**src/rtl/emt_pkg.sv**
```systemverilog
// Shared types and constants for the extent map table.
// Used by every file of the block; depends on nothing.
`default_nettype none
package emt_pkg;
   localparam int TABLE_DEPTH = 64;
   localparam int IDX_W = $clog2(TABLE_DEPTH);
   localparam int CNT_W = $clog2(TABLE_DEPTH + 1);
   localparam int BLK_W = 32;
   localparam int LEN_W = 16;
   localparam logic [LEN_W-1:0] MAX_MERGE_RESET = 16'd32768;

   typedef enum logic [1:0] {
      ACT_APPEND, ACT_REMOVE, ACT_FIND, ACT_NORMALIZE
   } action_type;

   typedef enum logic [1:0] {
      ST_OK = 2'd0, ST_BAD_INDEX = 2'd1, ST_FULL = 2'd2
   } status_type;

   typedef struct packed {
      logic             unwritten;
      logic [LEN_W-1:0] len;
      logic [BLK_W-1:0] pstart;
      logic [BLK_W-1:0] lstart;
   } entry_type;

   typedef enum logic [4:0] {
      OP_NOP, OP_START, OP_APPEND, OP_CHECK_IDX, OP_FIND_MISS, OP_FIND_CMP,
      OP_READ_I, OP_READ_J, OP_READ_I1, OP_READ_M1, OP_LOAD_CUR, OP_WRITE_CUR,
      OP_SORT_CMP, OP_I_ZERO, OP_SET_M_I, OP_INC_I, OP_MERGE, OP_DEL_WR,
      OP_DEL_END
   } dp_op_type;

   typedef struct packed {
      dp_op_type op;
   } dp_cmd_type;

   typedef struct packed {
      logic i_end;
      logic j_end;
      logic m_end;
      logic bad_idx;
      logic find_stop;
      logic zero_len;
      logic has_next;
      logic mergeable;
   } dp_status_type;

   typedef enum logic [3:0] {
      S_IDLE, S_APPEND, S_REMOVE, S_FIND, S_FIND_CMP, S_SORT_I, S_SORT_LOAD,
      S_SORT_J, S_SORT_CMP, S_MERGE, S_MERGE_LOAD, S_MERGE_CHK, S_MERGE_CMP,
      S_DEL, S_DEL_WR, S_DONE
   } ctrl_state_type;
endpackage
`default_nettype wire

```
**src/rtl/emt_ctrl.sv**
```systemverilog
// Controller of the extent map table: sequences each request over the datapath.
// Depends on emt_pkg; commands emt_datapath and reads its status.
`default_nettype none
module emt_ctrl (
   input  wire logic                  clock,
   input  wire logic                  reset,
   input  wire logic                  req_valid,
   input  wire logic [1:0]            req_action,
   output logic                       req_ready,
   output logic                       rsp_valid,
   input  wire logic                  rsp_ready,
   input  wire emt_pkg::dp_status_type stat,
   output emt_pkg::dp_cmd_type        cmd
);
   import emt_pkg::*;

   ctrl_state_type state_ff, state_in;
   logic           ret_norm_ff, ret_norm_in;

   always_ff @(posedge clock) begin
      if (reset) begin
         state_ff    <= S_IDLE;
         ret_norm_ff <= 1'b0;
      end else begin
         state_ff    <= state_in;
         ret_norm_ff <= ret_norm_in;
      end
   end

   always_comb begin
      state_in    = state_ff;
      ret_norm_in = ret_norm_ff;
      cmd.op      = OP_NOP;
      req_ready   = 1'b0;
      rsp_valid   = 1'b0;
      unique case (state_ff)
         S_IDLE: begin
            req_ready = 1'b1;
            if (req_valid) begin
               cmd.op = OP_START;
               unique case (action_type'(req_action))
                  ACT_APPEND:    state_in = S_APPEND;
                  ACT_REMOVE:    state_in = S_REMOVE;
                  ACT_FIND:      state_in = S_FIND;
                  ACT_NORMALIZE: state_in = S_SORT_I;
               endcase
            end
         end
         S_APPEND: begin
            cmd.op   = OP_APPEND;
            state_in = S_DONE;
         end
         S_REMOVE: begin
            cmd.op = OP_CHECK_IDX;
            if (stat.bad_idx) begin
               state_in = S_DONE;
            end else begin
               ret_norm_in = 1'b0;
               state_in    = S_DEL;
            end
         end
         S_FIND: begin
            if (stat.i_end) begin
               cmd.op   = OP_FIND_MISS;
               state_in = S_DONE;
            end else begin
               cmd.op   = OP_READ_I;
               state_in = S_FIND_CMP;
            end
         end
         S_FIND_CMP: begin
            cmd.op   = OP_FIND_CMP;
            state_in = stat.find_stop ? S_DONE : S_FIND;
         end
         S_SORT_I: begin
            if (stat.i_end) begin
               cmd.op   = OP_I_ZERO;
               state_in = S_MERGE;
            end else begin
               cmd.op   = OP_READ_I;
               state_in = S_SORT_LOAD;
            end
         end
         S_SORT_LOAD: begin
            cmd.op   = OP_LOAD_CUR;
            state_in = S_SORT_J;
         end
         S_SORT_J: begin
            if (stat.j_end) begin
               cmd.op   = OP_WRITE_CUR;
               state_in = S_SORT_I;
            end else begin
               cmd.op   = OP_READ_J;
               state_in = S_SORT_CMP;
            end
         end
         S_SORT_CMP: begin
            cmd.op   = OP_SORT_CMP;
            state_in = S_SORT_J;
         end
         S_MERGE: begin
            if (stat.i_end) begin
               state_in = S_DONE;
            end else begin
               cmd.op   = OP_READ_I;
               state_in = S_MERGE_LOAD;
            end
         end
         S_MERGE_LOAD: begin
            cmd.op   = OP_LOAD_CUR;
            state_in = S_MERGE_CHK;
         end
         S_MERGE_CHK: begin
            priority if (stat.zero_len) begin
               cmd.op      = OP_SET_M_I;
               ret_norm_in = 1'b1;
               state_in    = S_DEL;
            end else if (!stat.has_next) begin
               cmd.op   = OP_INC_I;
               state_in = S_MERGE;
            end else begin
               cmd.op   = OP_READ_I1;
               state_in = S_MERGE_CMP;
            end
         end
         S_MERGE_CMP: begin
            if (stat.mergeable) begin
               cmd.op      = OP_MERGE;
               ret_norm_in = 1'b1;
               state_in    = S_DEL;
            end else begin
               cmd.op   = OP_INC_I;
               state_in = S_MERGE;
            end
         end
         S_DEL: begin
            if (stat.m_end) begin
               cmd.op   = OP_DEL_END;
               state_in = ret_norm_ff ? S_MERGE : S_DONE;
            end else begin
               cmd.op   = OP_READ_M1;
               state_in = S_DEL_WR;
            end
         end
         S_DEL_WR: begin
            cmd.op   = OP_DEL_WR;
            state_in = S_DEL;
         end
         S_DONE: begin
            rsp_valid = 1'b1;
            if (rsp_ready) begin
               state_in = S_IDLE;
            end
         end
         default: state_in = S_IDLE;
      endcase
   end

`ifndef SYNTHESIS
   a_no_overlap: assert property (@(posedge clock) disable iff (reset)
      !(req_ready && rsp_valid)) else $error("request taken while response pending");
   a_accept_busy: assert property (@(posedge clock) disable iff (reset)
      (req_valid && req_ready) |=> !req_ready) else $error("accepted twice");
   a_rsp_hold: assert property (@(posedge clock) disable iff (reset)
      (rsp_valid && !rsp_ready) |=> rsp_valid) else $error("response dropped");
`endif
endmodule
`default_nettype wire

```
**config.mk**
```make
export PLATFORM = sky130hd
export DESIGN_NAME = emt_ctrl
export DESIGN_NICKNAME = d
export VERILOG_FILES = /design/src/rtl/emt_pkg.sv /design/src/rtl/emt_ctrl.sv
export SDC_FILE = /design/constraint.sdc
export NUM_CORES = 1
export LEC_CHECK = 0
export ABC_AREA = 1
export BUFFER_PORTS_ARGS = -buffer_cell sky130_fd_sc_hd__buf_2
export CAP_MARGIN = 15
export CORE_MARGIN = 5
export CORE_UTILIZATION = 51
export CTS_CLUSTER_DIAMETER = 50
export DETAILED_ROUTE_END_ITERATION = 16
export PLACE_DENSITY = 0.78
export SYNTH_ARGS = -nofsm -noshare
export SYNTH_HDL_FRONTEND = slang
export SYNTH_SLANG_ARGS = --single-unit
export TNS_END_PERCENT = 20
```
**constraint.sdc**
```tcl
create_clock -name clock -period 1.95 [get_ports clock]
set_input_delay 0.4875 -clock clock [delete_from_list [all_inputs] [get_ports clock]]
set_output_delay 0.4875 -clock clock [all_outputs]
set_load 0.05 [all_outputs]
```
==> results.tsv, run 1 <==
stage	metric	value	unit
drt	DR pass1 iterations	5	
pwr	LEAKAGE	0.619	nW
place	pre-CTS WS	5.75	ps
drt	via density per instance	5.89	
setup_path	Reg2Reg Setup Slack	490	ps
synth	Seq/Total Area, Yosys	13.2	%
clocking	worst skew pair latency	250	ps
synth	post-synthesis area per instance	5.36	µm²
drt	DR WL/cell	14.9	µm
sta	Worst-Margin Slew	253	ps
place	Buffers on Ports	20	
clocking	CTS tree	yes	
synth	Main synth FF type	dfxtp_1	
synth	synthesized net count	158	
floorplanning	Starting Density	52.3	%
worst_hold_path	worst hold path type	primary input to register	
setup_path	WS Path Type	register to output port	
global_route	pin count of the biggest net entering global routing	7	
cells_and_area	# nets final	198	
drt	final WL	2.94	mm
sta	Tcrit/Tclk final	102	%
synth	cell count after synthesis	142	
setup_path	CP max-delay cell	dfxtp_4	
sta	PnR worst setup slack	-42.8	ps
floorplanning	area of the core	1450	µm²
synth	Yosys warnings	0	
sta	endpoints failing hold	0	
clocking	H-tree levels	1	
floorplanning	IO Pins	21	
pwr	pwr dens	1540	nW/µm²
synth	Synth Area in Compound Gates	11.8	%
sta	Fin Setup TNS	-100	ps
clocking	Clk Tree Root Cell	clkbuf_4	
global_route	initial antenna violation count	0	
sta	Worst Clk Skew	10.7	ps
setup_path	Worst Path Arrival	1510	ps
clocking	clk slew on worst S/H paths	40	ps
cells_and_area	antenna diode count	0	
cells_and_area	sequential cell area	115	µm²
sta	max-slew violation count	0	
pwr	total power	1.85	mW
clocking	clk sinks	5	
drt	Antenna Violating Nets Remaining	0	
cells_and_area	multi-input gate area in the final layout	702	µm²
synth	FF+latch count, synth	5	
synth	top cell type's share of synthesized area	23.7	%
synth	Async SR Flop Fraction	0	%
global_route	vias in the first global route	1059	
cells_and_area	Filler Cell Count	106	
place	HPWL Detailed	2.12	mm
synth	main combinational cell family by area after synthesis	simple AND/OR/NAND/NOR gates	
sta	Worst slew margin	83.0	%
synth	Post-Synth Simple-Gate Area	61.3	%
setup_path	max incr delay on CP	420	ps
global_route	GRT Resource Usage Total	23.7	%
synth	Synth Area in XOR/XNOR	0	%
sta	Tmin final	1990	ps
global_route	total gr overflow	0	
synth	Yosys cell types	24	
synth	number of enable flip-flop cells after synthesis	0	
cells_and_area	layout cells sized above 1	48.6	%
floorplanning	Die Area	2360	µm²
synth	Adder-Cell Fraction of Synth Area	3.29	%
floorplanning	chip width	48.6	µm
cells_and_area	area delta synth->final	57.7	%
pwr	VDD IR-drop max	1.06	mV
setup_path	critical path capture point type	output port	
sta	final-report setup violation count	4	
clocking	number of CTS-inserted buffers	3	
setup_path	Worst EP required	1460	ps
setup_path	cell family with most CP delay	simple AND/OR/NAND/NOR gates	
synth	Synth Cell Area	761	µm²
job	Max-Cap Viols	0	
setup_path	WP buf/inv	2	
setup_path	startpoint type of the worst setup path	register	
synth	ranking of synthesized cells by area	nand2_1 24%, dfxtp_1 13%, inv_1 9.4%, nor2_1 7.9%, nor2_4 7.4%	
setup_path	Cell Chain, Critical Path	inv_4 > nand2_2 > nand2_1 > nand2_2 > nand2_2 > a31oi_1 > nand4_1 > buf_6	
floorplanning	Die H	48.6	µm
outcome	failing checks	negative setup slack	
clocking	hold buffer count at cts	0	
global_route	first-pass GRT wire length	4.55	mm
clocking	CTS max path bufs	2	
place	global placer's final weighted congestion	0.926	
setup_path	CP most frequent cell	nand2_2	
synth	most frequent cells after synthesis	48 x nand2_1, 19 x inv_1, 16 x nor2_1, 11 x nand3_1, 6 x nor3_1	
floorplanning	row count	14	
setup_path	crit path max fanout	6	
synth	mux cell area share after synthesis	0	%
outcome	status	complete, but fails checks	
sta	RSZ-0062 raised after global routing	true	
sta	Fmax	502	MHz
drt	DRT iter0 DRCs	82	
drt	DR DRC count	0	
drt	vias after detailed routing	1160	
synth	area leader, netlist	nand2_1	
synth	most frequent cell after synthesis	nand2_1	
final timing paths:
| path | from | endpoint | cells past startpoint |
|---|---|---|---|
| setup / recovery | state_ff[1]$_SDFFE_PP0P_ | cmd[1] | 8 |
| hold / removal | reset | state_ff[1]$_SDFFE_PP0P_ | 2 |
| hold reg to reg | ret_norm_ff$_SDFFE_PP0P_ | ret_norm_ff$_SDFFE_PP0P_ | 1 |
| setup reg to reg | state_ff[0]$_SDFFE_PP0P_ | state_ff[2]$_SDFFE_PP0P_ | 9 |
cell families (layout without fill, tap and decap cells):
group,after synthesis,in the layout
simple gates,98,98
fa+ha+maj,2,2
buf+inv,21,60
compound gates,16,16
flops,5,5
repair_timing:
action                                  in CTS  in global routing
setup buffers                                3                  5
resized for setup                           36                 22
endpoints found under the setup margin       5                  6
pin swaps                                    7                  7
layout by cell type, fill, tap and decap left out, drive strengths merged, types with 2 or more instances in the layout:
| master | n |
|---|---|
| nand2 | 50 |
| buf | 35 |
| nor2 | 23 |
| inv | 20 |
| nand3 | 12 |
| nor3 | 6 |
| o21ai | 6 |
| a21oi | 5 |
| dfxtp | 5 |
| nand4 | 4 |
| clkbuf | 4 |
| a31oi | 2 |
| ha | 2 |
stage by stage:
step	hold slack (ps)	instances	util [%]	instance area [µm²]
5_1_grt	465	197	82.5	1200
6_report	461	197	82.5	1200
3_3_place_gp	486	186	65.3	950
2_1_floorplan	456	142	-	769
3_5_place_dp	527	186	65.3	950
4_1_cts	451	192	75.0	1090
layer usage:
metal	vias up	routed length, µm	part of all wire, %	GRT usage [%]
met5	-	0	0	0
li1	545	-	-	-
met4	0	136	4.6	10.8
met3	24	264	9.0	4.60
met2	78	1430	49	40.9
met1	513	1110	38	27.8
registers in the layout (all words and copies together), names as in the netlist:
register     flops
state_ff         4
ret_norm_ff      1
worst reg2reg max path: stages (launching register included):
cell and delay [ps]:
dfxtp_4 390, buf_6 130, nor2_4 170, nand2_2 100
buf_4 150, nand3_1 100, nor2_1 50, nand3_1 80
nand2_1 50, a21oi_1 140
area by class of cell:
type	count	share of cell area [%]
clock buffers	4	2.19
inverters	21	7.09
multi-input cells	116	58.5
flip-flops and latches	5	9.59
well taps	16	1.67
repair buffers	35	21.0
where the power goes:
group / total (mW) / leakage, nW / switching, mW / internal [mW]
registers: 0.262 / 0.0437 / 0.105 / 0.157
clock network: 0.122 / 0.0150 / 0.0448 / 0.0775
logic: 1.46 / 0.560 / 0.918 / 0.544
total: 1.85 / 0.619 / 1.07 / 0.778
No activity file was read; power rests on OpenSTA's default activity.
==> run 2: changes to the inputs <==
CORE_MARGIN = 8   (was 5)
GPL_TIMING_DRIVEN = 0   (was not set)
==> results.tsv, run 2 (synthesis gave the netlist of run 1 again) <==
stage	metric	value	unit	change
outcome	status	complete, but fails checks		unchanged
outcome	failing checks	negative setup slack		unchanged
setup_path	Worst EP required	1460	ps	about the same
cells_and_area	layout cells sized above 1	49.2	%	was 48.6%
clocking	hold buffer count at cts	0		unchanged
job	Max-Cap Viols	0		unchanged
worst_hold_path	Hold Crit Depth	2		unchanged
cells_and_area	sequential cell area	115	µm²	unchanged
cells_and_area	Filler Cell Count	97		was 106
cells_and_area	most common cell after layout, fill and taps aside	nand2_1		unchanged
drt	DR WL/cell	15.0	µm	was 14.9 µm
setup_path	crit path max fanout	6		unchanged
setup_path	CP most frequent cell	nand2_2		unchanged
worst_hold_path	worst hold path type	primary input to register		unchanged
cells_and_area	biggest regs	state_ff x4, ret_norm_ff x1		unchanged
global_route	GRT Resource Usage Total	21.8	%	was 23.7%
pwr	VDD IR-drop max	1.11	mV	was 1.06 mV
clocking	clk sinks	5		unchanged
sta	RSZ-0062 raised after global routing	true		unchanged
sta	endpoints failing hold	0		unchanged
drt	final WL	2.95	mm	was 2.94 mm
pwr	combinational share of power	78.7	%	was 79.2%
global_route	first-pass GRT wire length	4.92	mm	was 4.55 mm
clocking	clk slew on worst S/H paths	50	ps	was 40 ps
pwr	Sw Ratio	58.2	%	was 57.8%
floorplanning	area of the core	1450	µm²	unchanged
worst_hold_path	Hold Crit Endpoint	state_ff[1]$_SDFFE_PP0P_		unchanged
floorplanning	Starting Density	52.3	%	unchanged
setup_path	R2R depth	10		was 9
cells_and_area	# nets final	198		unchanged
setup_path	reg-to-reg startpoint	state_ff[3]$_SDFFE_PP0P_		was state_ff[0]$_SDFFE_PP0P_
sta	Tmin final	1990	ps	about the same
clocking	worst skew pair latency	250	ps	about the same
setup_path	CP max-delay cell	dfxtp_4		unchanged
clocking	CTS tree	yes		unchanged
pwr	LEAKAGE	0.632	nW	was 0.619 nW
place	post-place instance area	890	µm²	was 950 µm²
setup_path	startpoint type of the worst setup path	register		unchanged
sta	Worst Clk Skew	9.03	ps	was 10.7 ps
drt	vias after detailed routing	1148		was 1160
global_route	pin count of the biggest net entering global routing	9		was 7
setup_path	Cell Chain, Critical Path	nand2_8 > buf_4 > nor2_4 > nand2_2 > nand2_2 > inv_2 > o2111ai_2 > buf_6		was inv_4 > nand2_2 > nand2_1 > nand2_2 > nand2_2 > a31oi_1 > nand4_1 > buf_6
drt	via density per instance	5.83		was 5.89
floorplanning	IO Pins	21		unchanged
sta	Fmax	503	MHz	was 502 MHz
cells_and_area	most frequent cells in the layout	32 x nand2_1, 16 x buf_4, 15 x nand2_2, 14 x buf_2, 12 x inv_1		was 35 x nand2_1, 15 x buf_2, 14 x nand2_2, 13 x buf_4, 12 x inv_1
setup_path	Reg2Reg Setup Slack	520	ps	was 490 ps
clocking	number of CTS-inserted buffers	3		unchanged
floorplanning	chip width	54.6	µm	was 48.6 µm
setup_path	critical path capture point type	output port		unchanged
pwr	Flop pwr share	14.4	%	was 14.2%
pwr	NetSw	1.08	mW	was 1.07 mW
sta	Worst slew margin	82.3	%	was 83.0%
floorplanning	row count	14		unchanged
pwr	total power	1.86	mW	was 1.85 mW
global_route	vias in the first global route	1157		was 1059
worst_hold_path	hold path startpoint	reset		unchanged
setup_path	Worst Path Arrival	1500	ps	was 1510 ps
cells_and_area	antenna diode count	0		unchanged
sta	Worst-Margin Slew	265	ps	was 253 ps
cells_and_area	max reg flops	4		unchanged
place	global placer's final weighted congestion	0.945		was 0.926
clocking	Clk Tree Root Cell	clkbuf_4		unchanged
setup_path	r2r endpoint	state_ff[2]$_SDFFE_PP0P_		unchanged
drt	DR DRC count	0		unchanged
cells_and_area	multi-input gate area in the final layout	707	µm²	was 702 µm²
floorplanning	Die H	54.6	µm	was 48.6 µm
pwr	clock power share	6.9	%	was 6.6%
setup_path	WP buf/inv	3		was 2
drt	DRT iter0 DRCs	72		was 82
global_route	total gr overflow	0		unchanged
drt	Antenna Violating Nets Remaining	0		unchanged
pwr	Cell Int Power	0.777	mW	was 0.778 mW
drt	DR pass1 iterations	5		unchanged
setup_path	WS Path Type	register to output port		unchanged
cells_and_area	Top reg by flops	state_ff		unchanged
clocking	CTS max path bufs	2		unchanged
place	Buffers on Ports	20		unchanged
setup_path	cell family with most CP delay	flip-flops		was simple AND/OR/NAND/NOR gates
cells_and_area	post-route cell area	1200	µm²	about the same
sta	max-slew violation count	0		unchanged
global_route	initial antenna violation count	0		unchanged
pwr	pwr dens	1550	nW/µm²	was 1540 nW/µm²
clocking	H-tree levels	1		unchanged
sta	final-report setup violation count	4		unchanged
sta	PnR worst setup slack	-37.5	ps	was -42.8 ps
cells_and_area	area delta synth->final	57.6	%	was 57.7%
place	HPWL Detailed	1.90	mm	was 2.12 mm
setup_path	Critical Path Stages	8		unchanged
floorplanning	Die Area	2980	µm²	was 2360 µm²
setup_path	max incr delay on CP	430	ps	was 420 ps
sta	Tcrit/Tclk final	102	%	about the same
-- run 2: cell count changes in the layout (fill, tap and decap cells not counted) --
cell	delta
inv_4	+1
buf_4	+3
nor2_4	-1
nand2_1	-3
nor3_1	+1
buf_6	-3
nor2_1	+1
inv_2	-1
buf_2	-1
nor3_2	-1
clkbuf_4	+1
nand2_2	+1
nand2_4	+2
-- run 2: worst max-delay path by stage --
| stage | start | to | slack (ps) |
|---|---|---|---|
| 2_1_floorplan | state_ff[3]$_SDFFE_PP0P_ | cmd[0] | 40 |
| 3_3_place_gp | state_ff[3]$_SDFFE_PP0P_ | cmd[2] | -10 |
| 3_5_place_dp | state_ff[2]$_SDFFE_PP0P_ | cmd[2] | -10 |
| 4_1_cts | state_ff[3]$_SDFFE_PP0P_ | cmd[1] | -7 |
| 5_1_grt | state_ff[0]$_SDFFE_PP0P_ | cmd[0] | -120 |
| 6_report | state_ff[1]$_SDFFE_PP0P_ | cmd[2] | -40 |
-- run 2: area by class of cell --
class | instances | area share (%)
Timing Repair Buffer | 35 | 20.3
Tap cell | 16 | 1.67
Clock buffer | 4 | 2.19
Multi-Input combinational cell | 116 | 59.0
Sequential cell | 5 | 9.60
Inverter | 21 | 7.31
-- run 2: what timing repair did --
action,4_1_cts,5_1_grt
resized for setup,52,8
setup endpoints to repair,5,6
buffers inserted,14,1
hold endpoints to repair,0,0
pin swaps,11,4
-- run 2: power by group through the flow --
stage               Sequential [mW]  Combinational, mW  Clock (mW)
finish                        0.268               1.46       0.128
global route                  0.274               1.57       0.141
CTS                           0.264               1.40       0.133
detailed placement            0.214               1.07           0
global placement              0.212               1.07           0
floorplan                     0.201              0.858           0
-- run 2: metrics by stage --
stage / hold slack [ps] / util, % / setup slack, ps / setup TNS (ps) / std cells
floorplan: 456 / - / 35.8 / 0 / 142
global placement: 485 / 61.2 / -13.6 / -20.0 / 178
detailed placement: 486 / 61.2 / -12.9 / -13.1 / 178
CTS: 422 / 80.6 / -7.42 / -15.7 / 196
global route: 442 / 82.4 / -116 / -418 / 197
finish: 436 / 82.4 / -37.5 / -131 / 197
-- run 2: per-layer routing --
| layer | up-vias | global-route usage (%) | part of all wire (%) |
|---|---|---|---|
| met5 | - | 0 | 0 |
| met2 | 80 | 37.2 | 48 |
| met4 | 0 | 12.3 | 4.8 |
| met1 | 504 | 23.5 | 37 |
| li1 | 541 | - | - |
| met3 | 23 | 5.98 | 10 |
==> run 3: changes to the inputs <==
BUFFER_PORTS_ARGS = -buffer_cell sky130_fd_sc_hd__clkbuf_2   (was -buffer_cell sky130_fd_sc_hd__buf_2)
==> results.tsv, run 3 (synthesis gave the netlist of run 1 again) <==
stage	metric	value	unit	change
outcome	status	complete, but fails checks		unchanged
outcome	failing checks	negative setup slack		unchanged
setup_path	crit path max fanout	5		was 6
pwr	LEAKAGE	0.599	nW	was 0.632 nW
sta	final-report setup violation count	4		unchanged
setup_path	WS Path Type	register to output port		unchanged
sta	endpoints failing hold	0		unchanged
cells_and_area	Top reg by flops	state_ff		unchanged
sta	max-slew violation count	0		unchanged
cells_and_area	post-route cell area	1090	µm²	was 1200 µm²
worst_hold_path	worst hold path type	primary input to register		unchanged
cells_and_area	most common cell after layout, fill and taps aside	nand2_1		unchanged
pwr	VDD IR-drop max	1.03	mV	was 1.11 mV
clocking	CTS tree	yes		unchanged
pwr	pwr dens	1620	nW/µm²	was 1550 nW/µm²
place	global placer's final weighted congestion	0.929		was 0.945
global_route	pin count of the biggest net entering global routing	9		unchanged
drt	DRT iter0 DRCs	48		was 72
cells_and_area	antenna diode count	0		unchanged
floorplanning	Die Area	2980	µm²	unchanged
cells_and_area	area delta synth->final	43.4	%	was 57.6%
sta	Tcrit/Tclk final	103	%	was 102%
setup_path	r2r endpoint	state_ff[3]$_SDFFE_PP0P_		was state_ff[2]$_SDFFE_PP0P_
sta	RSZ-0062 raised after global routing	true		unchanged
floorplanning	Starting Density	52.3	%	unchanged
floorplanning	IO Pins	21		unchanged
setup_path	startpoint type of the worst setup path	register		unchanged
setup_path	Worst EP required	1460	ps	about the same
setup_path	Reg2Reg Setup Slack	580	ps	was 520 ps
clocking	clk slew on worst S/H paths	50	ps	about the same
cells_and_area	sequential cell area	115	µm²	unchanged
clocking	number of CTS-inserted buffers	3		unchanged
setup_path	Worst Setup SP	state_ff[1]$_SDFFE_PP0P_		unchanged
sta	PnR worst setup slack	-67.8	ps	was -37.5 ps
sta	Worst slew margin	81.6	%	was 82.3%
cells_and_area	Filler Cell Count	127		was 97
cells_and_area	# nets final	188		was 198
global_route	GRT Resource Usage Total	18.7	%	was 21.8%
clocking	hold buffer count at cts	0		unchanged
cells_and_area	most frequent cells in the layout	40 x nand2_1, 14 x inv_1, 14 x clkbuf_2, 12 x nor2_1, 11 x nand3_1		was 32 x nand2_1, 16 x buf_4, 15 x nand2_2, 14 x buf_2, 12 x inv_1
setup_path	Setup crit end	cmd[2]		unchanged
clocking	Clk Tree Root Cell	clkbuf_4		unchanged
floorplanning	Die H	54.6	µm	unchanged
global_route	vias in the first global route	1002		was 1157
setup_path	reg-to-reg startpoint	state_ff[1]$_SDFFE_PP0P_		was state_ff[3]$_SDFFE_PP0P_
cells_and_area	layout cells sized above 1	39.2	%	was 49.2%
global_route	total gr overflow	0		unchanged
place	post-place instance area	890	µm²	unchanged
floorplanning	area of the core	1450	µm²	unchanged
sta	Worst-Margin Slew	278	ps	was 265 ps
global_route	initial antenna violation count	0		unchanged
cells_and_area	Finished Layout Cells	187		was 197
global_route	first-pass GRT wire length	4.19	mm	was 4.92 mm
drt	Antenna Violating Nets Remaining	0		unchanged
floorplanning	row count	14		unchanged
sta	Tmin final	2020	ps	was 1990 ps
clocking	CTS max path bufs	2		unchanged
sta	Fmax	496	MHz	was 503 MHz
cells_and_area	max reg flops	4		unchanged
place	cell count after placement	178		unchanged
drt	via density per instance	5.53		was 5.83
floorplanning	chip width	54.6	µm	unchanged
drt	DR DRC count	0		unchanged
job	Max-Cap Viols	0		unchanged
place	Buffers on Ports	20		unchanged
drt	final WL	2.59	mm	was 2.95 mm
drt	DR WL/cell	13.8	µm	was 15.0 µm
drt	DR pass1 iterations	4		was 5
cells_and_area	biggest regs	state_ff x4, ret_norm_ff x1		unchanged
clocking	worst skew pair latency	250	ps	about the same
setup_path	critical path capture point type	output port		unchanged
clocking	H-tree levels	1		unchanged
setup_path	R2R depth	8		was 10
cells_and_area	multi-input gate area in the final layout	661	µm²	was 707 µm²
clocking	clk sinks	5		unchanged
drt	vias after detailed routing	1034		was 1148
place	HPWL Detailed	1.99	mm	was 1.90 mm
sta	Worst Clk Skew	10.6	ps	was 9.03 ps
setup_path	Worst Path Arrival	1530	ps	was 1500 ps
-- run 3: cell type report --
cell class                      instances  share of cell area [%]
Multi-Input combinational cell        116                    60.6
Timing Repair Buffer                   25                    16.9
Sequential cell                         5                    10.6
Inverter                               21                    7.80
Clock buffer                            4                    2.41
Tap cell                               16                    1.83
-- run 3: layer usage --
layer  routed length, µm  track usage (%)
met1                1040             21.4
met2                1260             32.3
met3                 230             3.26
met4                  53             9.43
met5                   0                0
-- run 3: worst min-delay path by stage --
stage / startpoint / endpoint / slack, ps / cells past startpoint
detailed placement: ret_norm_ff$_SDFFE_PP0P_ / ret_norm_ff$_SDFFE_PP0P_ / 490 / 1
global placement: ret_norm_ff$_SDFFE_PP0P_ / ret_norm_ff$_SDFFE_PP0P_ / 490 / 1
global route: reset / state_ff[1]$_SDFFE_PP0P_ / 460 / 2
CTS: reset / state_ff[1]$_SDFFE_PP0P_ / 440 / 2
floorplan: ret_norm_ff$_SDFFE_PP0P_ / ret_norm_ff$_SDFFE_PP0P_ / 460 / 1
finish: reset / state_ff[1]$_SDFFE_PP0P_ / 440 / 2
-- run 3: report_power, final --
part           leakage (nW)  internal (mW)  total, mW  switching [mW]
Clock                0.0150         0.0778      0.128          0.0500
Sequential           0.0437          0.156      0.249          0.0926
Combinational         0.540          0.520       1.39           0.866
-- run 3: critical path, stage by stage, from the launching register on --
cell,delay [ps]
dfxtp_4,380
nand2_4,150
inv_2,80
nand2_1,100
nor2_1,70
nor3_2,170
o2111ai_2,140
buf_8,180
-- run 3: per-stage QoR --
| stage | utilization [%] | setup slack [ps] | hold slack (ps) | power (mW) | TNS [ps] |
|---|---|---|---|---|---|
| after global routing | 75.0 | -130 | 456 | 1.89 | -480 |
| after detailed placement | 61.2 | -48.9 | 487 | 1.29 | -97.8 |
| after floorplan | - | 35.8 | 456 | 1.06 | 0 |
| after global placement | 61.2 | -36.0 | 486 | 1.29 | -67.9 |
| final | 75.0 | -67.8 | 444 | 1.76 | -212 |
| after CTS | 72.4 | -49.1 | 445 | 1.66 | -109 |
-- run 3: repair_timing --
item | CTS | global route
hold endpoints to repair | 0 | 0
pin swaps | 4 | 4
endpoints found under the setup margin | 5 | 6
gates resized for setup | 35 | 13
setup buffers | 4 | 1
